### src/rtl/core/mdfc_pkg.sv
// ----------------------------------------------------------------------------
// mdfc_pkg
// Shared types and constants for the music ducking fade controller.
// ----------------------------------------------------------------------------
package mdfc_pkg;

  localparam int MAX_TRACKS = 4;
  localparam int TRK_W      = $clog2(MAX_TRACKS);
  localparam int COUNT_W    = 3;
  localparam int GAIN_W     = 17;
  localparam int CFG_IDX_W  = 2;

  localparam logic [GAIN_W-1:0] GAIN_UNITY = GAIN_W'(65536);

  // track play states
  localparam logic [1:0] ST_STOPPED = 2'd0;
  localparam logic [1:0] ST_PLAYING = 2'd1;
  localparam logic [1:0] ST_PAUSED  = 2'd2;

  // configuration register indexes
  localparam logic [CFG_IDX_W-1:0] CFG_ACTIVE_TRACKS = 2'd0;
  localparam logic [CFG_IDX_W-1:0] CFG_FADE_OUT_STEP = 2'd1;
  localparam logic [CFG_IDX_W-1:0] CFG_FADE_IN_STEP  = 2'd2;

  localparam logic [COUNT_W-1:0] ACTIVE_TRACKS_RST = 3'd1;
  localparam logic [GAIN_W-1:0]  FADE_OUT_STEP_RST = 17'd3277;
  localparam logic [GAIN_W-1:0]  FADE_IN_STEP_RST  = 17'd655;

  typedef enum logic [1:0] {
    PH_IDLE     = 2'd0,
    PH_FADE_OUT = 2'd1,
    PH_HOLD     = 2'd2,
    PH_FADE_IN  = 2'd3
  } phase_t;

  typedef enum logic [2:0] {
    LOP_KEEP     = 3'd0,
    LOP_FADE_OUT = 3'd1,
    LOP_RELEASE  = 3'd2,
    LOP_UNITY    = 3'd3,
    LOP_FADE_IN  = 3'd4
  } lane_op_t;

  typedef struct packed {
    lane_op_t          op;
    logic [GAIN_W-1:0] fi_gain;
  } lane_cmd_t;

  typedef struct packed {
    logic              keep_playing;
    logic              paused;
    logic              pause_cmd;
    logic              play_cmd;
    logic [GAIN_W-1:0] gain_next;
  } lane_stat_t;

  typedef struct packed {
    logic       jingle_playing;
    logic [1:0] track0_play_state;
    logic [1:0] track1_play_state;
    logic [1:0] track2_play_state;
    logic [1:0] track3_play_state;
    logic [3:0] no_resume_mask;
  } in_item_t;

  typedef struct packed {
    logic [1:0]        watch_phase;
    logic              music_held;
    logic [3:0]        pause_command_mask;
    logic [3:0]        play_command_mask;
    logic [GAIN_W-1:0] gain_track0;
    logic [GAIN_W-1:0] gain_track1;
    logic [GAIN_W-1:0] gain_track2;
    logic [GAIN_W-1:0] gain_track3;
  } out_item_t;

endpackage

### src/rtl/core/music_ducking_fade_controller.sv
// ----------------------------------------------------------------------------
// music_ducking_fade_controller
// Ducks the music tracks around a jingle: fade out, hold, fade back in.
// ----------------------------------------------------------------------------
// Output: the result of an item is in the output register on the cycle after
//   the item is accepted.
// Throughput: 1 item per cycle; all four track lanes and the phase machine
//   update on the same edge. A waiting result blocks the input; the next
//   item goes in on the same edge that the waiting result is taken.
// Reset (rst, synchronous): phase idle, not held, all gains unity, config at
//   1 track, fade-out step 3277, fade-in step 655, output empty.
// ----------------------------------------------------------------------------
module music_ducking_fade_controller (
  input  logic                            clk,
  input  logic                            rst,
  input  logic                            in_valid,
  output logic                            in_ready,
  input  mdfc_pkg::in_item_t              in_item,
  output logic                            out_valid,
  input  logic                            out_ready,
  output mdfc_pkg::out_item_t             out_item,
  input  logic                            cfg_we,
  input  logic [mdfc_pkg::CFG_IDX_W-1:0]  cfg_index,
  input  logic [mdfc_pkg::GAIN_W-1:0]     cfg_data
);
  import mdfc_pkg::*;

  // configuration
  logic [COUNT_W-1:0] active_tracks;
  logic [GAIN_W-1:0]  fade_out_step;
  logic [GAIN_W-1:0]  fade_in_step;

  // handshake
  logic take;

  // lanes and merge
  logic [1:0]            st    [MAX_TRACKS];
  logic [GAIN_W-1:0]     gain  [MAX_TRACKS];
  lane_stat_t            stat  [MAX_TRACKS];
  lane_cmd_t             cmd;
  logic [MAX_TRACKS-1:0] active;
  phase_t                phase_next;
  logic                  held_next;
  logic [MAX_TRACKS-1:0] pause_mask;
  logic [MAX_TRACKS-1:0] play_mask;
  out_item_t             result;

  // user makes config writes only while idle; no interlock enforces it
  always_ff @(posedge clk) begin
    if (rst) begin
      active_tracks <= ACTIVE_TRACKS_RST;
      fade_out_step <= FADE_OUT_STEP_RST;
      fade_in_step  <= FADE_IN_STEP_RST;
    end else if (cfg_we) begin
      case (cfg_index)
        CFG_ACTIVE_TRACKS: active_tracks <= cfg_data[COUNT_W-1:0];
        CFG_FADE_OUT_STEP: fade_out_step <= cfg_data;
        CFG_FADE_IN_STEP:  fade_in_step  <= cfg_data;
        default: ;
      endcase
    end
  end

  // take an item whenever the output register is free or being drained
  assign in_ready = !out_valid || out_ready;
  assign take     = in_valid && in_ready;

  assign st[0] = in_item.track0_play_state;
  assign st[1] = in_item.track1_play_state;
  assign st[2] = in_item.track2_play_state;
  assign st[3] = in_item.track3_play_state;

  // one lane per track; each owns its gain
  for (genvar i = 0; i < MAX_TRACKS; i++) begin : g_lane
    mdfc_lane u_lane (
      .clk           (clk),
      .rst           (rst),
      .take          (take),
      .active        (active[i]),
      .cmd           (cmd),
      .fade_out_step (fade_out_step),
      .play_state    (st[i]),
      .no_resume     (in_item.no_resume_mask[i]),
      .gain          (gain[i]),
      .stat          (stat[i])
    );
  end

  // phase machine; fade-in is led by track 0, release by the last track
  mdfc_ctrl u_ctrl (
    .clk           (clk),
    .rst           (rst),
    .take          (take),
    .jingle        (in_item.jingle_playing),
    .st0           (st[0]),
    .active_tracks (active_tracks),
    .fade_in_step  (fade_in_step),
    .gain0         (gain[0]),
    .stat          (stat),
    .cmd           (cmd),
    .active        (active),
    .phase_next    (phase_next),
    .held_next     (held_next)
  );

  always_comb begin
    for (int i = 0; i < MAX_TRACKS; i++) begin
      pause_mask[i] = stat[i].pause_cmd;
      play_mask[i]  = stat[i].play_cmd;
    end
  end

  // result carries the state after the update
  always_comb begin
    result.watch_phase        = phase_next;
    result.music_held         = held_next;
    result.pause_command_mask = pause_mask;
    result.play_command_mask  = play_mask;
    result.gain_track0        = stat[0].gain_next;
    result.gain_track1        = stat[1].gain_next;
    result.gain_track2        = stat[2].gain_next;
    result.gain_track3        = stat[3].gain_next;
  end

  // output register
  always_ff @(posedge clk) begin
    if (rst) begin
      out_valid <= 1'b0;
    end else if (take) begin
      out_valid <= 1'b1;
    end else if (out_ready) begin
      out_valid <= 1'b0;
    end
  end

  always_ff @(posedge clk) begin
    if (take) begin
      out_item <= result;
    end
  end

  // pause commands only come in fade-out, play commands only on release
  a_cmd_excl: assert property (@(posedge clk) disable iff (rst)
    out_valid |-> !((|out_item.pause_command_mask) && (|out_item.play_command_mask)))
    else $error("pause and play commanded on the same item");

  // gains never exceed unity
  a_gain_max: assert property (@(posedge clk) disable iff (rst)
    out_valid |-> (out_item.gain_track0 <= GAIN_UNITY && out_item.gain_track1 <= GAIN_UNITY
                && out_item.gain_track2 <= GAIN_UNITY && out_item.gain_track3 <= GAIN_UNITY))
    else $error("gain above unity");

  // an item taken always yields a result next cycle
  a_take_result: assert property (@(posedge clk) disable iff (rst)
    take |=> out_valid)
    else $error("accepted item lost");

endmodule

### src/rtl/core/mdfc_lane.sv
// ----------------------------------------------------------------------------
// mdfc_lane
// One track: holds its gain and works out its gain step and commands.
// ----------------------------------------------------------------------------
module mdfc_lane (
  input  logic                      clk,
  input  logic                      rst,
  input  logic                      take,
  input  logic                      active,
  input  mdfc_pkg::lane_cmd_t       cmd,
  input  logic [mdfc_pkg::GAIN_W-1:0] fade_out_step,
  input  logic [1:0]                play_state,
  input  logic                      no_resume,
  output logic [mdfc_pkg::GAIN_W-1:0] gain,
  output mdfc_pkg::lane_stat_t      stat
);
  import mdfc_pkg::*;

  logic keep;
  logic paused;

  // still playing after a fade-out step
  assign keep   = (play_state == ST_PLAYING) && (gain >= fade_out_step);
  assign paused = (play_state == ST_PAUSED);

  always_comb begin
    stat.keep_playing = keep;
    stat.paused       = paused;
    stat.pause_cmd    = 1'b0;
    stat.play_cmd     = 1'b0;
    stat.gain_next    = gain;
    if (active) begin
      case (cmd.op)
        LOP_FADE_OUT: begin
          if (keep) begin
            stat.gain_next = gain - fade_out_step;
          end else begin
            stat.gain_next = '0;
            stat.pause_cmd = 1'b1;
          end
        end
        LOP_RELEASE: begin
          if (paused) begin
            stat.play_cmd = 1'b1;
          end else begin
            stat.gain_next = GAIN_UNITY;
            stat.play_cmd  = !no_resume;
          end
        end
        LOP_UNITY:   stat.gain_next = GAIN_UNITY;
        LOP_FADE_IN: stat.gain_next = cmd.fi_gain;
        default:     stat.gain_next = gain;
      endcase
    end
  end

  always_ff @(posedge clk) begin
    if (rst) begin
      gain <= GAIN_UNITY;
    end else if (take) begin
      gain <= stat.gain_next;
    end
  end

endmodule

### src/rtl/core/mdfc_ctrl.sv
// ----------------------------------------------------------------------------
// mdfc_ctrl
// Ducking phase machine: drives the lanes and merges their findings.
// ----------------------------------------------------------------------------
module mdfc_ctrl (
  input  logic                          clk,
  input  logic                          rst,
  input  logic                          take,
  input  logic                          jingle,
  input  logic [1:0]                    st0,
  input  logic [mdfc_pkg::COUNT_W-1:0]  active_tracks,
  input  logic [mdfc_pkg::GAIN_W-1:0]   fade_in_step,
  input  logic [mdfc_pkg::GAIN_W-1:0]   gain0,
  input  mdfc_pkg::lane_stat_t          stat [mdfc_pkg::MAX_TRACKS],
  output mdfc_pkg::lane_cmd_t           cmd,
  output logic [mdfc_pkg::MAX_TRACKS-1:0] active,
  output mdfc_pkg::phase_t              phase_next,
  output logic                          held_next
);
  import mdfc_pkg::*;

  phase_t             phase;
  logic               held;
  logic [COUNT_W-1:0] n;
  logic [TRK_W-1:0]   last_idx;
  logic               any_keep;
  logic [GAIN_W:0]    fi_sum;
  logic               fi_full;

  // 0 acts as 1, anything above the lane count as the lane count
  always_comb begin
    if (active_tracks == '0) begin
      n = COUNT_W'(1);
    end else if (active_tracks > COUNT_W'(MAX_TRACKS)) begin
      n = COUNT_W'(MAX_TRACKS);
    end else begin
      n = active_tracks;
    end
  end

  assign last_idx = TRK_W'(n - COUNT_W'(1));

  always_comb begin
    any_keep = 1'b0;
    for (int i = 0; i < MAX_TRACKS; i++) begin
      active[i] = (COUNT_W'(i) < n);
      any_keep  = any_keep | (active[i] & stat[i].keep_playing);
    end
  end

  assign fi_sum  = {1'b0, gain0} + {1'b0, fade_in_step};
  assign fi_full = (fi_sum >= {1'b0, GAIN_UNITY});

  // next state
  always_comb begin
    phase_next = phase;
    case (phase)
      PH_IDLE: begin
        if (jingle) phase_next = PH_FADE_OUT;
      end
      PH_FADE_OUT: begin
        if (!jingle) begin
          phase_next = PH_FADE_IN;
        end else if (!any_keep) begin
          phase_next = PH_HOLD;
        end
      end
      PH_HOLD: begin
        if (!jingle) begin
          phase_next = stat[last_idx].paused ? PH_FADE_IN : PH_IDLE;
        end
      end
      PH_FADE_IN: begin
        if (st0 == ST_STOPPED) begin
          phase_next = PH_IDLE;
        end else if (jingle) begin
          phase_next = PH_FADE_OUT;
        end else if (fi_full) begin
          phase_next = PH_IDLE;
        end
      end
      default: phase_next = PH_IDLE;
    endcase
  end

  // outputs
  always_comb begin
    cmd.op      = LOP_KEEP;
    cmd.fi_gain = fi_full ? GAIN_UNITY : fi_sum[GAIN_W-1:0];
    held_next   = held;
    case (phase)
      PH_IDLE: begin
        if (jingle) held_next = 1'b1;
      end
      PH_FADE_OUT: begin
        if (jingle) cmd.op = LOP_FADE_OUT;
      end
      PH_HOLD: begin
        if (!jingle) begin
          cmd.op    = LOP_RELEASE;
          held_next = 1'b0;
        end
      end
      PH_FADE_IN: begin
        if (st0 == ST_STOPPED) begin
          cmd.op = LOP_UNITY;
        end else if (jingle) begin
          held_next = 1'b1;
        end else begin
          cmd.op = LOP_FADE_IN;
        end
      end
      default: cmd.op = LOP_KEEP;
    endcase
  end

  always_ff @(posedge clk) begin
    if (rst) begin
      phase <= PH_IDLE;
      held  <= 1'b0;
    end else if (take) begin
      phase <= phase_next;
      held  <= held_next;
    end
  end

  // music stays held through fade-out and hold
  a_held_in_duck: assert property (@(posedge clk) disable iff (rst)
    (phase == PH_FADE_OUT || phase == PH_HOLD) |-> held)
    else $error("held flag clear while ducking");

  // idle with no jingle stays idle
  a_idle_stays: assert property (@(posedge clk) disable iff (rst)
    (take && phase == PH_IDLE && !jingle) |=> (phase == PH_IDLE))
    else $error("left idle without a jingle");

endmodule
### config.mk
export PLATFORM = sky130hd
export DESIGN_NAME = music_ducking_fade_controller
export DESIGN_NICKNAME = d
export VERILOG_FILES = /design/src/rtl/core/mdfc_pkg.sv /design/src/rtl/core/music_ducking_fade_controller.sv /design/src/rtl/core/mdfc_lane.sv /design/src/rtl/core/mdfc_ctrl.sv
export SDC_FILE = /design/constraint.sdc
export NUM_CORES = 1
export LEC_CHECK = 0
export BUFFER_PORTS_ARGS = -buffer_cell sky130_fd_sc_hd__buf_2
export CAP_MARGIN = 20
export CORE_MARGIN = 8
export CORE_UTILIZATION = 47
export CTS_CLUSTER_DIAMETER = 80
export CTS_CLUSTER_SIZE = 40
export DETAILED_ROUTE_END_ITERATION = 10
export PLACE_DENSITY = 0.66
export SYNTH_ARGS = -nofsm -noshare
export SYNTH_HDL_FRONTEND = slang
export SYNTH_SLANG_ARGS = --single-unit
### constraint.sdc
create_clock -name clk -period 9.3 [get_ports clk]
set_clock_uncertainty 0.1 [all_clocks]
set_input_delay 1.86 -clock clk [delete_from_list [all_inputs] [get_ports clk]]
set_output_delay 1.86 -clock clk [all_outputs]
set_load 0.005 [all_outputs]
==> impl_metrics.prom, run 1 <==
# TYPE chip_impl_metric gauge
chip_impl_metric{name="grt_pass1_wl",unit="um"} 60410
chip_impl_metric{name="netlist_instances",unit=""} 1381
chip_impl_metric{name="post_dp_cell_area",unit="um^2"} 12680
chip_impl_metric{name="timing.final.setup_violations",unit=""} 0
chip_impl_info{name="tritoncts_clock_tree",value="yes"} 1
chip_impl_metric{name="cap_violations",unit=""} 0
chip_impl_metric{name="synth-async-reset-ratio",unit="%"} 0
chip_impl_metric{name="ys_seq_area_share",unit="%"} 38.56
chip_impl_metric{name="ios",unit=""} 118
chip_impl_metric{name="vdd.ir_drop.worst",unit="V"} 0.0001021
chip_impl_metric{name="route.detailed.vias_per_inst",unit=""} 6.140
chip_impl_metric{name="finalCoreUtilization",unit="%"} 53.16
chip_impl_metric{name="antenna_violations_before_repair",unit=""} 1
chip_impl_metric{name="r2r_slack",unit="ns"} 5.19
chip_impl_metric{name="cts.sinks",unit=""} 188
chip_impl_metric{name="fin_cells",unit=""} 1816
chip_impl_metric{name="fp.coreArea",unit="um^2"} 24960
chip_impl_metric{name="drt_first_iter_violations",unit=""} 1214
chip_impl_metric{name="number_of_nets_in_the_finished_design",unit=""} 1600
chip_impl_info{name="timing.critical_path.from_type",value="primary input"} 1
chip_impl_info{name="r2r-start",value="fade_out_step[0]"} 1
chip_impl_metric{name="hold_buffers",unit=""} 0
chip_impl_metric{name="grt-ovfl-total",unit=""} 0
chip_impl_metric{name="clock_period_minus_final_worst_setup_slack",unit="ns"} 4.316
chip_impl_metric{name="fillers",unit=""} 2399
chip_impl_metric{name="initial_utilization",unit="%"} 47.31
chip_impl_metric{name="cts_buffers",unit=""} 17
chip_impl_info{name="run_status",value="finished, final reports clean"} 1
chip_impl_metric{name="grt_pass1_vias",unit=""} 10332
chip_impl_metric{name="antenna_cells",unit=""} 0
chip_impl_metric{name="h_tree_level_count",unit=""} 4
chip_impl_metric{name="final_max_slew_viol_count",unit=""} 0
chip_impl_info{name="synthTopCellsByArea",value="sky130_fd_sc_hd__edfxtp_1 (20%), sky130_fd_sc_hd__dfxtp_1 (18%), sky130_fd_sc_hd__ha_1 (9.0%)"} 1
chip_impl_info{name="commonest_cells_in_the_synthesized_netlist",value="sky130_fd_sc_hd__nand2_1 (197), sky130_fd_sc_hd__a21oi_1 (164), sky130_fd_sc_hd__nor2_1 (111)"} 1
chip_impl_metric{name="critical_path_required",unit="ns"} 9.39
chip_impl_metric{name="final_critical_path_setup_slack",unit="ns"} 4.984
chip_impl_metric{name="area.sequential",unit="um^2"} 4554
chip_impl_metric{name="synth_top_area_share",unit="%"} 20.08
chip_impl_metric{name="post_cts_resized",unit=""} 0
chip_impl_metric{name="total_leakage_power",unit="uW"} 0.005569
chip_impl_metric{name="via_count",unit=""} 11151
chip_impl_metric{name="netlist-cell-type-count",unit=""} 83
chip_impl_info{name="rsz_0062_raised_after_global_routing",value="false"} 1
chip_impl_info{name="most_instantiated_library_cell_after_synthesis",value="sky130_fd_sc_hd__nand2_1"} 1
chip_impl_metric{name="cts.repair_timing.setup_buffer_count",unit=""} 0
chip_impl_metric{name="gr-usage-all-layers",unit="%"} 25.57
chip_impl_metric{name="cellPowerDensity",unit="nW/um^2"} 150.6
chip_impl_info{name="crit_path_end_kind",value="flop"} 1
chip_impl_metric{name="max_slew_margin",unit="%"} 18.08
chip_impl_metric{name="clk_pin_slew",unit="ns"} 0.07
chip_impl_metric{name="yosys_warnings",unit=""} 0
chip_impl_metric{name="grt_max_degree",unit=""} 74
chip_impl_metric{name="rr_worst_depth",unit=""} 12
chip_impl_info{name="critical_path.reg2reg.endpoint",value="out_item[33]"} 1
chip_impl_metric{name="first_pass_iters",unit=""} 6
chip_impl_metric{name="io_buffer_count",unit=""} 117
chip_impl_info{name="synth_ff_type",value="sky130_fd_sc_hd__dfxtp_1"} 1
chip_impl_info{name="critical_path.endpoint",value="out_item[25]"} 1
chip_impl_metric{name="synth.avg_cell_area",unit="um^2"} 8.553
chip_impl_metric{name="fp.dieArea",unit="um^2"} 30460
chip_impl_metric{name="drt_wl_total",unit="um"} 39810
chip_impl_metric{name="critical_path.max_fanout",unit=""} 16
chip_impl_metric{name="fp-row-count",unit=""} 58
chip_impl_metric{name="die_height",unit="um"} 174.5
chip_impl_metric{name="dp_cell_count",unit=""} 1783
chip_impl_metric{name="synthToLayoutAreaGrowth",unit="%"} 12.36
chip_impl_metric{name="detailedPlacementHpwl",unit="um"} 28650
chip_impl_metric{name="hold_viol",unit=""} 0
chip_impl_metric{name="layout-drive-gt1-share",unit="%"} 12.31
chip_impl_metric{name="syn_area",unit="um^2"} 11810
chip_impl_info{name="critPathLaunch",value="in_item[11]"} 1
chip_impl_metric{name="remaining_drc_errors",unit=""} 0
chip_impl_info{name="synth_area_leader_cell",value="sky130_fd_sc_hd__edfxtp_1"} 1
chip_impl_info{name="min_path_type",value="flop to flop"} 1
chip_impl_info{name="clockRootBuffer",value="sky130_fd_sc_hd__clkbuf_16"} 1
chip_impl_metric{name="max_clock_freq",unit="GHz"} 0.2317
chip_impl_metric{name="number_of_flops_mapped_to_enable_cells_by_yosys",unit=""} 79
chip_impl_metric{name="fin_crit_sh",unit="%"} 46.41
chip_impl_metric{name="skew_pair_late_insertion_delay",unit="ns"} 0.44
chip_impl_metric{name="gp_routability_congestion",unit=""} 0.9795
chip_impl_metric{name="clk_path_buf_depth",unit=""} 2
chip_impl_metric{name="worst-endpoint-arrival",unit="ns"} 4.41
chip_impl_metric{name="multi_input_comb_area",unit="um^2"} 6849
chip_impl_metric{name="synth_nets",unit=""} 1508
chip_impl_metric{name="die_x",unit="um"} 174.5
chip_impl_metric{name="wl_per_cell",unit="um"} 21.92
chip_impl_metric{name="dp_slack",unit="ns"} 4.617
chip_impl_metric{name="finalSetupTns",unit="ns"} 0
chip_impl_metric{name="ys_seq_elements",unit=""} 188
chip_impl_info{name="timing_worst_setup_path_type",value="primary input to flop"} 1
chip_impl_metric{name="worst_slew_pin_slew",unit="ns"} 1.219
chip_impl_metric{name="finalInstanceArea",unit="um^2"} 13270
chip_impl_metric{name="drt.antenna.violating_nets",unit=""} 0
report_power, final:
group / switching, uW / internal (uW) / leakage (uW)
sequential: 27.2 / 902 / 0.00167
combinational: 209 / 123 / 0.00360
clock: 341 / 395 / 0.000292
total: 578 / 1420 / 0.00557
cell type report:
class	count	share of cell area, %
multi-input combinational	1083	51.61
tap	330	3.111
clock inverter	9	0.5374
timing repair buffer	127	4.978
sequential	188	34.32
clock buffer	23	3.847
inverter	56	1.603
how the worst min path moves through the flow:
stage,to,slack (ns),startpoint,depth (start not counted)
global route,fade_out_step[14],0.37,fade_out_step[14],2
floorplan,fade_out_step[12],0.34,fade_out_step[12],2
finish,fade_out_step[1],0.36,fade_out_step[1],2
global placement,fade_out_step[5],0.34,fade_out_step[5],2
detailed placement,fade_out_step[12],0.35,fade_out_step[12],2
CTS,fade_out_step[12],0.36,fade_out_step[12],2
stage by stage:
step                hold WS [ns]  total power (uW)
global route              0.3715              2071
CTS                       0.3576              2001
detailed placement        0.3471              1273
global placement          0.3447              1269
finish                    0.3565              1998
floorplan                 0.3363              1164
layout by cell type, fill, tap and decap left out, drive strengths merged, types with 34 or more instances in the layout:
cell    instances
o21ai         107
xnor2          36
ha             85
dfxtp         109
a21o           34
nor2          112
a21oi         165
edfxtp         79
inv            63
nand2         198
buf           127
cell families (layout without fill, tap and decap cells):
| kind of cell | after synthesis | after routing | share of synthesized area [%] |
|---|---|---|---|
| AOI/OAI and AO/OA | 469 | 469 | 25.14 |
| and+or+nand+nor | 457 | 457 | 17.89 |
| DFF | 188 | 188 | 38.56 |
| buffers and inverters | 110 | 215 | 3.549 |
| adders and majority gates | 90 | 90 | 9.852 |
| xor gates and xnor gates | 63 | 63 | 4.672 |
| muxes | 4 | 4 | 0.3390 |
layer usage:
layer  track usage, %  routed length [um]
met5                0                  13
met2            38.20               16970
met3            5.533                3674
met1            34.88               17460
met4            11.52                1694
worst max-delay path, cell delays in order:
cell and delay [ns]:
sky130_fd_sc_hd__buf_2 0.13, sky130_fd_sc_hd__or2_2 0.34, sky130_fd_sc_hd__a21oi_1 0.22, sky130_fd_sc_hd__nor2_1 0.15
sky130_fd_sc_hd__nor2_1 0.62, sky130_fd_sc_hd__nand2_1 0.63, sky130_fd_sc_hd__a21oi_1 0.38, sky130_fd_sc_hd__inv_1 0.06
registers in the layout (all words and copies together), names as in the netlist:
register and count:
active_tracks 3, u_ctrl.phase 2, fade_out_step 17, out_valid 1, fade_in_step 17, u_ctrl.held 1
g_lane.u_lane.gain 68, out_item 79
(Power assumes the default switching activity.)
==> run 2, diff against run 1 <==
--- a/config.mk
+++ b/config.mk
@@ -12,7 +12,7 @@
 export CTS_CLUSTER_DIAMETER = 80
 export CTS_CLUSTER_SIZE = 40
 export DETAILED_ROUTE_END_ITERATION = 10
-export PLACE_DENSITY = 0.66
+export PLACE_DENSITY = 0.68
 export SYNTH_ARGS = -nofsm -noshare
 export SYNTH_HDL_FRONTEND = slang
 export SYNTH_SLANG_ARGS = --single-unit
==> constraint.sdc (replaced) <==
create_clock -name clk -period 3.72 [get_ports clk]
set_clock_uncertainty 0.1 [all_clocks]
set_input_delay 0.744 -clock clk [delete_from_list [all_inputs] [get_ports clk]]
set_output_delay 0.744 -clock clk [all_outputs]
set_load 0.005 [all_outputs]
==> impl_metrics.prom, run 2 (synthesized netlist as in run 1, its figures left out) <==
# TYPE chip_impl_metric gauge
chip_impl_metric{name="max_clock_freq",unit="GHz"} 0.2784
chip_impl_metric{name="grt_pass1_vias",unit=""} 10541
chip_impl_metric{name="initial_utilization",unit="%"} 47.31
chip_impl_metric{name="die_x",unit="um"} 174.5
chip_impl_info{name="min_path_type",value="flop to flop"} 1
chip_impl_metric{name="critical_path.max_fanout",unit=""} 5
chip_impl_metric{name="grt_pass1_wl",unit="um"} 61210
chip_impl_metric{name="wl_per_cell",unit="um"} 21.75
chip_impl_metric{name="cts_buffers",unit=""} 17
chip_impl_info{name="reg.largest.list",value="out_item: 79 flops, g_lane.u_lane.gain: 68 flops"} 1
chip_impl_metric{name="slowest_cell_delay_on_critical_path",unit="ns"} 0.61
chip_impl_metric{name="clk_pin_slew",unit="ns"} 0.08
chip_impl_metric{name="grt_max_degree",unit=""} 59
chip_impl_metric{name="final_critical_path_setup_slack",unit="ns"} 0.1282
chip_impl_metric{name="io_buffer_count",unit=""} 117
chip_impl_metric{name="fp-row-count",unit=""} 58
chip_impl_metric{name="fp.coreArea",unit="um^2"} 24960
chip_impl_metric{name="worst-endpoint-arrival",unit="ns"} 3.78
chip_impl_info{name="path_cells",value="ha_1, a21o_1, a21oi_1, and2_1, o21ai_0, a21boi_0, a21o_1, a31oi_1, nor2_1, a21oi_1, o21ai_0"} 1
chip_impl_metric{name="timing.final.setup_violations",unit=""} 0
chip_impl_metric{name="number_of_nets_in_the_finished_design",unit=""} 1640
chip_impl_info{name="crit_path_end_kind",value="flop"} 1
chip_impl_metric{name="h_tree_level_count",unit=""} 4
chip_impl_metric{name="route.detailed.vias_per_inst",unit=""} 5.978
chip_impl_metric{name="dp_slack",unit="ns"} 0.2465
chip_impl_info{name="final_common_cell",value="sky130_fd_sc_hd__nand2_1"} 1
chip_impl_info{name="clockRootBuffer",value="sky130_fd_sc_hd__clkbuf_16"} 1
chip_impl_metric{name="p_comb_share",unit="%"} 16.9
chip_impl_metric{name="critical_path_required",unit="ns"} 3.91
chip_impl_metric{name="drt.antenna.violating_nets",unit=""} 0
chip_impl_metric{name="cts.repair_timing.setup_buffer_count",unit=""} 0
chip_impl_metric{name="vdd.ir_drop.worst",unit="V"} 0.0002345
chip_impl_metric{name="power.total",unit="uW"} 5043
chip_impl_metric{name="antenna_violations_before_repair",unit=""} 2
chip_impl_metric{name="netSwitchingPower",unit="uW"} 1528
chip_impl_metric{name="first_pass_iters",unit=""} 6
chip_impl_metric{name="hold_viol",unit=""} 0
chip_impl_info{name="rsz_0062_raised_after_global_routing",value="true"} 1
chip_impl_info{name="tritoncts_clock_tree",value="yes"} 1
chip_impl_metric{name="worst_slew_pin_slew",unit="ns"} 0.8733
chip_impl_info{name="timing.critical_path.from_type",value="flop"} 1
chip_impl_metric{name="detailedPlacementHpwl",unit="um"} 30290
chip_impl_metric{name="skew_pair_late_insertion_delay",unit="ns"} 0.45
chip_impl_metric{name="clkPwrFrac",unit="%"} 37.1
chip_impl_metric{name="cellPowerDensity",unit="nW/um^2"} 370.7
chip_impl_metric{name="grt-ovfl-total",unit=""} 0
chip_impl_metric{name="synthToLayoutAreaGrowth",unit="%"} 15.16
chip_impl_metric{name="antenna_cells",unit=""} 0
chip_impl_info{name="most_flops_register",value="out_item"} 1
chip_impl_metric{name="finalSetupTns",unit="ns"} 0
chip_impl_metric{name="gp_routability_congestion",unit=""} 0.9666
chip_impl_metric{name="max_slew_margin",unit="%"} 41.65
chip_impl_metric{name="drt_first_iter_violations",unit=""} 1025
chip_impl_metric{name="power.internal",unit="uW"} 3514
chip_impl_metric{name="die_height",unit="um"} 174.5
chip_impl_metric{name="ios",unit=""} 118
chip_impl_metric{name="cts.sinks",unit=""} 188
chip_impl_metric{name="gr-usage-all-layers",unit="%"} 25.90
chip_impl_info{name="run_status",value="finished, final reports clean"} 1
chip_impl_metric{name="drt_wl_total",unit="um"} 40360
chip_impl_metric{name="cap_violations",unit=""} 0
chip_impl_metric{name="clock_period_minus_final_worst_setup_slack",unit="ns"} 3.592
chip_impl_metric{name="final.hold.worst_slack",unit="ns"} 0.3562
chip_impl_metric{name="fin_crit_sh",unit="%"} 96.55
chip_impl_info{name="timing.critical_path.slowest_stage_cell",value="sky130_fd_sc_hd__nor2_1"} 1
chip_impl_info{name="layout_common_cells",value="sky130_fd_sc_hd__nand2_1 (197), sky130_fd_sc_hd__a21oi_1 (164), sky130_fd_sc_hd__buf_2 (117)"} 1
chip_impl_metric{name="sequentialPowerShare",unit="%"} 46.0
chip_impl_metric{name="power_switching_share",unit="%"} 30.31
chip_impl_metric{name="largest_register_ffs",unit=""} 79
chip_impl_metric{name="layout-drive-gt1-share",unit="%"} 14.74
chip_impl_info{name="timing_worst_setup_path_type",value="flop to flop"} 1
chip_impl_metric{name="fp.dieArea",unit="um^2"} 30460
chip_impl_metric{name="total_leakage_power",unit="uW"} 0.005772
chip_impl_metric{name="remaining_drc_errors",unit=""} 0
chip_impl_metric{name="via_count",unit=""} 11095
chip_impl_metric{name="clk_path_buf_depth",unit=""} 2
chip_impl_metric{name="final_max_slew_viol_count",unit=""} 0
-- run 2: cell count changes in the layout (fill, tap and decap cells not counted), moves of 2 or more --
cell                       before  now
sky130_fd_sc_hd__clkbuf_8       2    0
sky130_fd_sc_hd__buf_12         0    2
sky130_fd_sc_hd__clkinv_8       0    2
sky130_fd_sc_hd__inv_8          0    3
sky130_fd_sc_hd__buf_4         10   48
sky130_fd_sc_hd__clkbuf_1       2    0
sky130_fd_sc_hd__clkinv_4       2    4
-- run 2: through the flow --
stage / instances / util (%) / instance area (um^2)
final: 1856 / 54.49 / 13600
after global routing: 1856 / 54.49 / 13600
after floorplan: 1381 / - / 11810
after detailed placement: 1824 / 52.09 / 13000
after CTS: 1856 / 54.47 / 13600
after global placement: 1824 / 52.09 / 13000
-- run 2: final timing paths --
path	from	to	slack (ns)	cells after the start
max	g_lane[0].u_lane.gain[4]	out_item[14]	0.13	11
min	fade_out_step[12]	fade_out_step[12]	0.36	2
max reg2reg	g_lane[0].u_lane.gain[4]	out_item[14]	0.13	11
min reg2reg	fade_out_step[12]	fade_out_step[12]	0.36	2
-- run 2: power groups by stage --
stage	combinational [uW]	sequential (uW)	clock, uW
floorplan	555	2350	0
global placement	830	2360	0
global route	939	2330	1970
finish	853	2320	1870
CTS	842	2320	1900
detailed placement	837	2360	0
-- run 2: area by class of cell --
type                            instances  area (um^2)
Tap cell                              330        412.9
Sequential cell                       188         4554
Fill cell                            2317        11360
Inverter                               56        212.7
Multi-Input combinational cell       1083         6843
Clock inverter                         14        142.6
Timing Repair Buffer                  167        985.9
Clock buffer                           18        450.4
-- run 2: layer usage --
| metal | global-route usage (%) | routed length, um |
|---|---|---|
| met5 | 0 | 23 |
| met4 | 13.25 | 2028 |
| met3 | 6.834 | 4045 |
| met2 | 39.07 | 17220 |
| met1 | 33.63 | 17050 |
-- run 2: critical path: cells and delay by family (launching register included) --
kind                     cells  cell delay [ns]
flip-flops                   1             0.48
adder cells (fa/ha/maj)      1             0.36
AO/OA/AOI/OAI                8             1.71
AND/OR/NAND/NOR              2             0.80
-- run 2: what timing repair did --
item / CTS / global route
setup endpoints to repair: 0 / 7
hold buffers: 0 / 0
resized for setup: 0 / 1
==> run 3, diff against run 2 <==
--- a/config.mk
+++ b/config.mk
@@ -7,7 +7,6 @@
 export LEC_CHECK = 0
 export BUFFER_PORTS_ARGS = -buffer_cell sky130_fd_sc_hd__buf_2
 export CAP_MARGIN = 20
-export CORE_MARGIN = 8
 export CORE_UTILIZATION = 47
 export CTS_CLUSTER_DIAMETER = 80
 export CTS_CLUSTER_SIZE = 40
==> constraint.sdc (replaced) <==
create_clock -name clk -period 3.72 [get_ports clk]
set_clock_uncertainty 0.1 [all_clocks]
set_input_delay 0.372 -clock clk [delete_from_list [all_inputs] [get_ports clk]]
set_output_delay 0.372 -clock clk [all_outputs]
set_load 0.005 [all_outputs]
==> impl_metrics.prom, run 3 (synthesized netlist as in run 1, its figures left out) <==
# TYPE chip_impl_metric gauge
chip_impl_metric{name="worst_slew_pin_slew",unit="ns"} 0.9433
chip_impl_metric{name="sequentialPowerShare",unit="%"} 46.2
chip_impl_info{name="final_common_cell",value="sky130_fd_sc_hd__nand2_1"} 1
chip_impl_info{name="tritoncts_clock_tree",value="yes"} 1
chip_impl_info{name="worst_hold_startpoint",value="cfg_data[9]"} 1
chip_impl_metric{name="grt_pass1_wl",unit="um"} 59400
chip_impl_info{name="most_flops_register",value="out_item"} 1
chip_impl_metric{name="clock_period_minus_final_worst_setup_slack",unit="ns"} 3.607
chip_impl_metric{name="post_dp_cell_area",unit="um^2"} 12980
chip_impl_info{name="timing.critical_path.from_type",value="flop"} 1
chip_impl_metric{name="via_count",unit=""} 11175
chip_impl_metric{name="h_tree_level_count",unit=""} 4
chip_impl_metric{name="max_clock_freq",unit="GHz"} 0.2772
chip_impl_metric{name="clkPwrFrac",unit="%"} 36.9
chip_impl_metric{name="largest_register_ffs",unit=""} 79
chip_impl_metric{name="critical_path_required",unit="ns"} 3.73
chip_impl_info{name="timing_worst_setup_path_type",value="flop to flop"} 1
chip_impl_metric{name="clk_path_buf_depth",unit=""} 2
chip_impl_metric{name="skew_pair_late_insertion_delay",unit="ns"} 0.44
chip_impl_metric{name="cellPowerDensity",unit="nW/um^2"} 369.4
chip_impl_info{name="run_status",value="finished, final reports clean"} 1
chip_impl_metric{name="hold_buffers",unit=""} 0
chip_impl_info{name="reg.largest.list",value="out_item: 79 flops, g_lane.u_lane.gain: 68 flops"} 1
chip_impl_metric{name="netSwitchingPower",unit="uW"} 1448
chip_impl_metric{name="fp.coreArea",unit="um^2"} 24460
chip_impl_metric{name="min_path_cells",unit=""} 3
chip_impl_metric{name="drt.antenna.violating_nets",unit=""} 0
chip_impl_metric{name="cap_violations",unit=""} 0
chip_impl_metric{name="io_buffer_count",unit=""} 117
chip_impl_metric{name="clk_pin_slew",unit="ns"} 0.07
chip_impl_metric{name="final.hold.worst_slack",unit="ns"} 0.08141
chip_impl_metric{name="ios",unit=""} 118
chip_impl_metric{name="detailedPlacementHpwl",unit="um"} 28960
chip_impl_metric{name="antenna_violations_before_repair",unit=""} 1
chip_impl_metric{name="fin_crit_sh",unit="%"} 96.97
chip_impl_metric{name="worst-endpoint-arrival",unit="ns"} 3.62
chip_impl_metric{name="fp-row-count",unit=""} 57
chip_impl_metric{name="vdd.ir_drop.worst",unit="V"} 0.0003026
chip_impl_metric{name="die_x",unit="um"} 160.5
chip_impl_metric{name="synthToLayoutAreaGrowth",unit="%"} 15.02
chip_impl_metric{name="rr_worst_depth",unit=""} 9
chip_impl_metric{name="cts.sinks",unit=""} 188
chip_impl_info{name="r2r-start",value="fade_out_step[5]"} 1
chip_impl_info{name="rsz_0062_raised_after_global_routing",value="false"} 1
chip_impl_metric{name="layout-drive-gt1-share",unit="%"} 14.61
chip_impl_info{name="crit_path_end_kind",value="flop"} 1
chip_impl_metric{name="final_max_slew_viol_count",unit=""} 0
chip_impl_metric{name="total_leakage_power",unit="uW"} 0.005755
chip_impl_metric{name="power.internal",unit="uW"} 3571
chip_impl_metric{name="die_height",unit="um"} 160.5
chip_impl_metric{name="finalSetupTns",unit="ns"} 0
chip_impl_metric{name="max_slew_margin",unit="%"} 36.31
chip_impl_metric{name="route.detailed.vias_per_inst",unit=""} 6.041
chip_impl_metric{name="remaining_drc_errors",unit=""} 0
chip_impl_metric{name="drt_first_iter_violations",unit=""} 1008
chip_impl_metric{name="fp.dieArea",unit="um^2"} 25770
chip_impl_info{name="clockRootBuffer",value="sky130_fd_sc_hd__clkbuf_16"} 1
chip_impl_metric{name="cts_buffers",unit=""} 17
chip_impl_metric{name="finalInstanceArea",unit="um^2"} 13590
chip_impl_metric{name="power_switching_share",unit="%"} 28.85
chip_impl_metric{name="cts.repair_timing.setup_buffer_count",unit=""} 0
chip_impl_info{name="critPathLaunch",value="fade_out_step[5]"} 1
chip_impl_info{name="min_path_type",value="primary input to flop"} 1
chip_impl_metric{name="critical_path.max_fanout",unit=""} 5
chip_impl_metric{name="gp_routability_congestion",unit=""} 0.9673
chip_impl_metric{name="wl_per_cell",unit="um"} 21.15
chip_impl_metric{name="grt_pass1_vias",unit=""} 10159
chip_impl_metric{name="initial_utilization",unit="%"} 48.28
chip_impl_metric{name="first_pass_iters",unit=""} 5
chip_impl_metric{name="timing.final.setup_violations",unit=""} 0
chip_impl_metric{name="grt-ovfl-total",unit=""} 0
chip_impl_metric{name="grt_max_degree",unit=""} 57
chip_impl_metric{name="hold_viol",unit=""} 0
chip_impl_metric{name="post_cts_resized",unit=""} 0
chip_impl_metric{name="number_of_nets_in_the_finished_design",unit=""} 1640
chip_impl_metric{name="antenna_cells",unit=""} 0
chip_impl_metric{name="p_comb_share",unit="%"} 16.9
chip_impl_info{name="layout_common_cells",value="sky130_fd_sc_hd__nand2_1 (197), sky130_fd_sc_hd__a21oi_1 (164), sky130_fd_sc_hd__buf_2 (117)"} 1
chip_impl_metric{name="drt_wl_total",unit="um"} 39120
chip_impl_metric{name="gr-usage-all-layers",unit="%"} 30.49
==> run 3: changes by cell type in the layout (fill, tap and decap cells not counted) <==
cell	change
sky130_fd_sc_hd__clkinv_4	-2
sky130_fd_sc_hd__buf_12	-1
sky130_fd_sc_hd__clkbuf_1	+3
sky130_fd_sc_hd__buf_4	+1
sky130_fd_sc_hd__inv_8	-2
sky130_fd_sc_hd__bufinv_16	+1
sky130_fd_sc_hd__clkinvlp_4	+2
sky130_fd_sc_hd__nor4_1	-1
sky130_fd_sc_hd__inv_6	-1
sky130_fd_sc_hd__clkbuf_8	+1
sky130_fd_sc_hd__clkinv_8	-2
sky130_fd_sc_hd__nor4_4	+1
==> run 3: layer usage <==
| layer | global-route usage (%) | up-vias | wire, um |
|---|---|---|---|
| li1 | - | 5297 | - |
| met1 | 42.10 | 5269 | 17080 |
| met2 | 47.44 | 525 | 17170 |
| met3 | 3.822 | 84 | 3139 |
| met4 | 14.24 | 0 | 1737 |
| met5 | 0 | - | 0 |
==> run 3: layout make-up <==
cell class	count	area, um^2
multi-input cells	1083	6858
clock buffers	22	475.5
clock inverters	10	106.4
repair buffers	167	973.4
flip-flops and latches	188	4554
well taps	324	405.4
fillers	2231	10880
inverters	56	212.7
==> run 3: final timing paths <==
check | to | slack (ns)
setup / recovery | out_item[59] | 0.11
hold / removal | fade_in_step[9] | 0.08
setup reg to reg | out_item[59] | 0.11
hold reg to reg | fade_out_step[13] | 0.36
==> run 3: critical path, stage by stage (launching register included) <==
cell and delay [ns]:
sky130_fd_sc_hd__dfxtp_1 0.31, sky130_fd_sc_hd__inv_1 0.36, sky130_fd_sc_hd__ha_1 0.35, sky130_fd_sc_hd__a21oi_1 0.09, sky130_fd_sc_hd__o21ai_0 0.37, sky130_fd_sc_hd__a221oi_1 0.19
sky130_fd_sc_hd__a31o_2 0.28, sky130_fd_sc_hd__nor2_1 0.19, sky130_fd_sc_hd__nand2_1 0.17, sky130_fd_sc_hd__o311ai_0 0.87
==> run 3: through the flow <==
stage / utilization (%) / setup slack (ns) / power (uW) / instances
floorplan: - / 0.6776 / 2906 / 1381
global placement: 53.08 / 0.2515 / 3181 / 1818
detailed placement: 53.08 / 0.2458 / 3188 / 1818
CTS: 55.46 / 0.2371 / 5013 / 1850
global route: 55.54 / 0.01561 / 5197 / 1850
finish: 55.54 / 0.1128 / 5019 / 1850
==> run 3: power by group through the flow <==
stage,combinational [uW],sequential (uW),clock [uW]
2_1_floorplan,555,2350,0
3_3_place_gp,818,2360,0
3_5_place_dp,825,2360,0
4_1_cts,831,2320,1860
5_1_grt,927,2330,1940
6_report,849,2320,1850
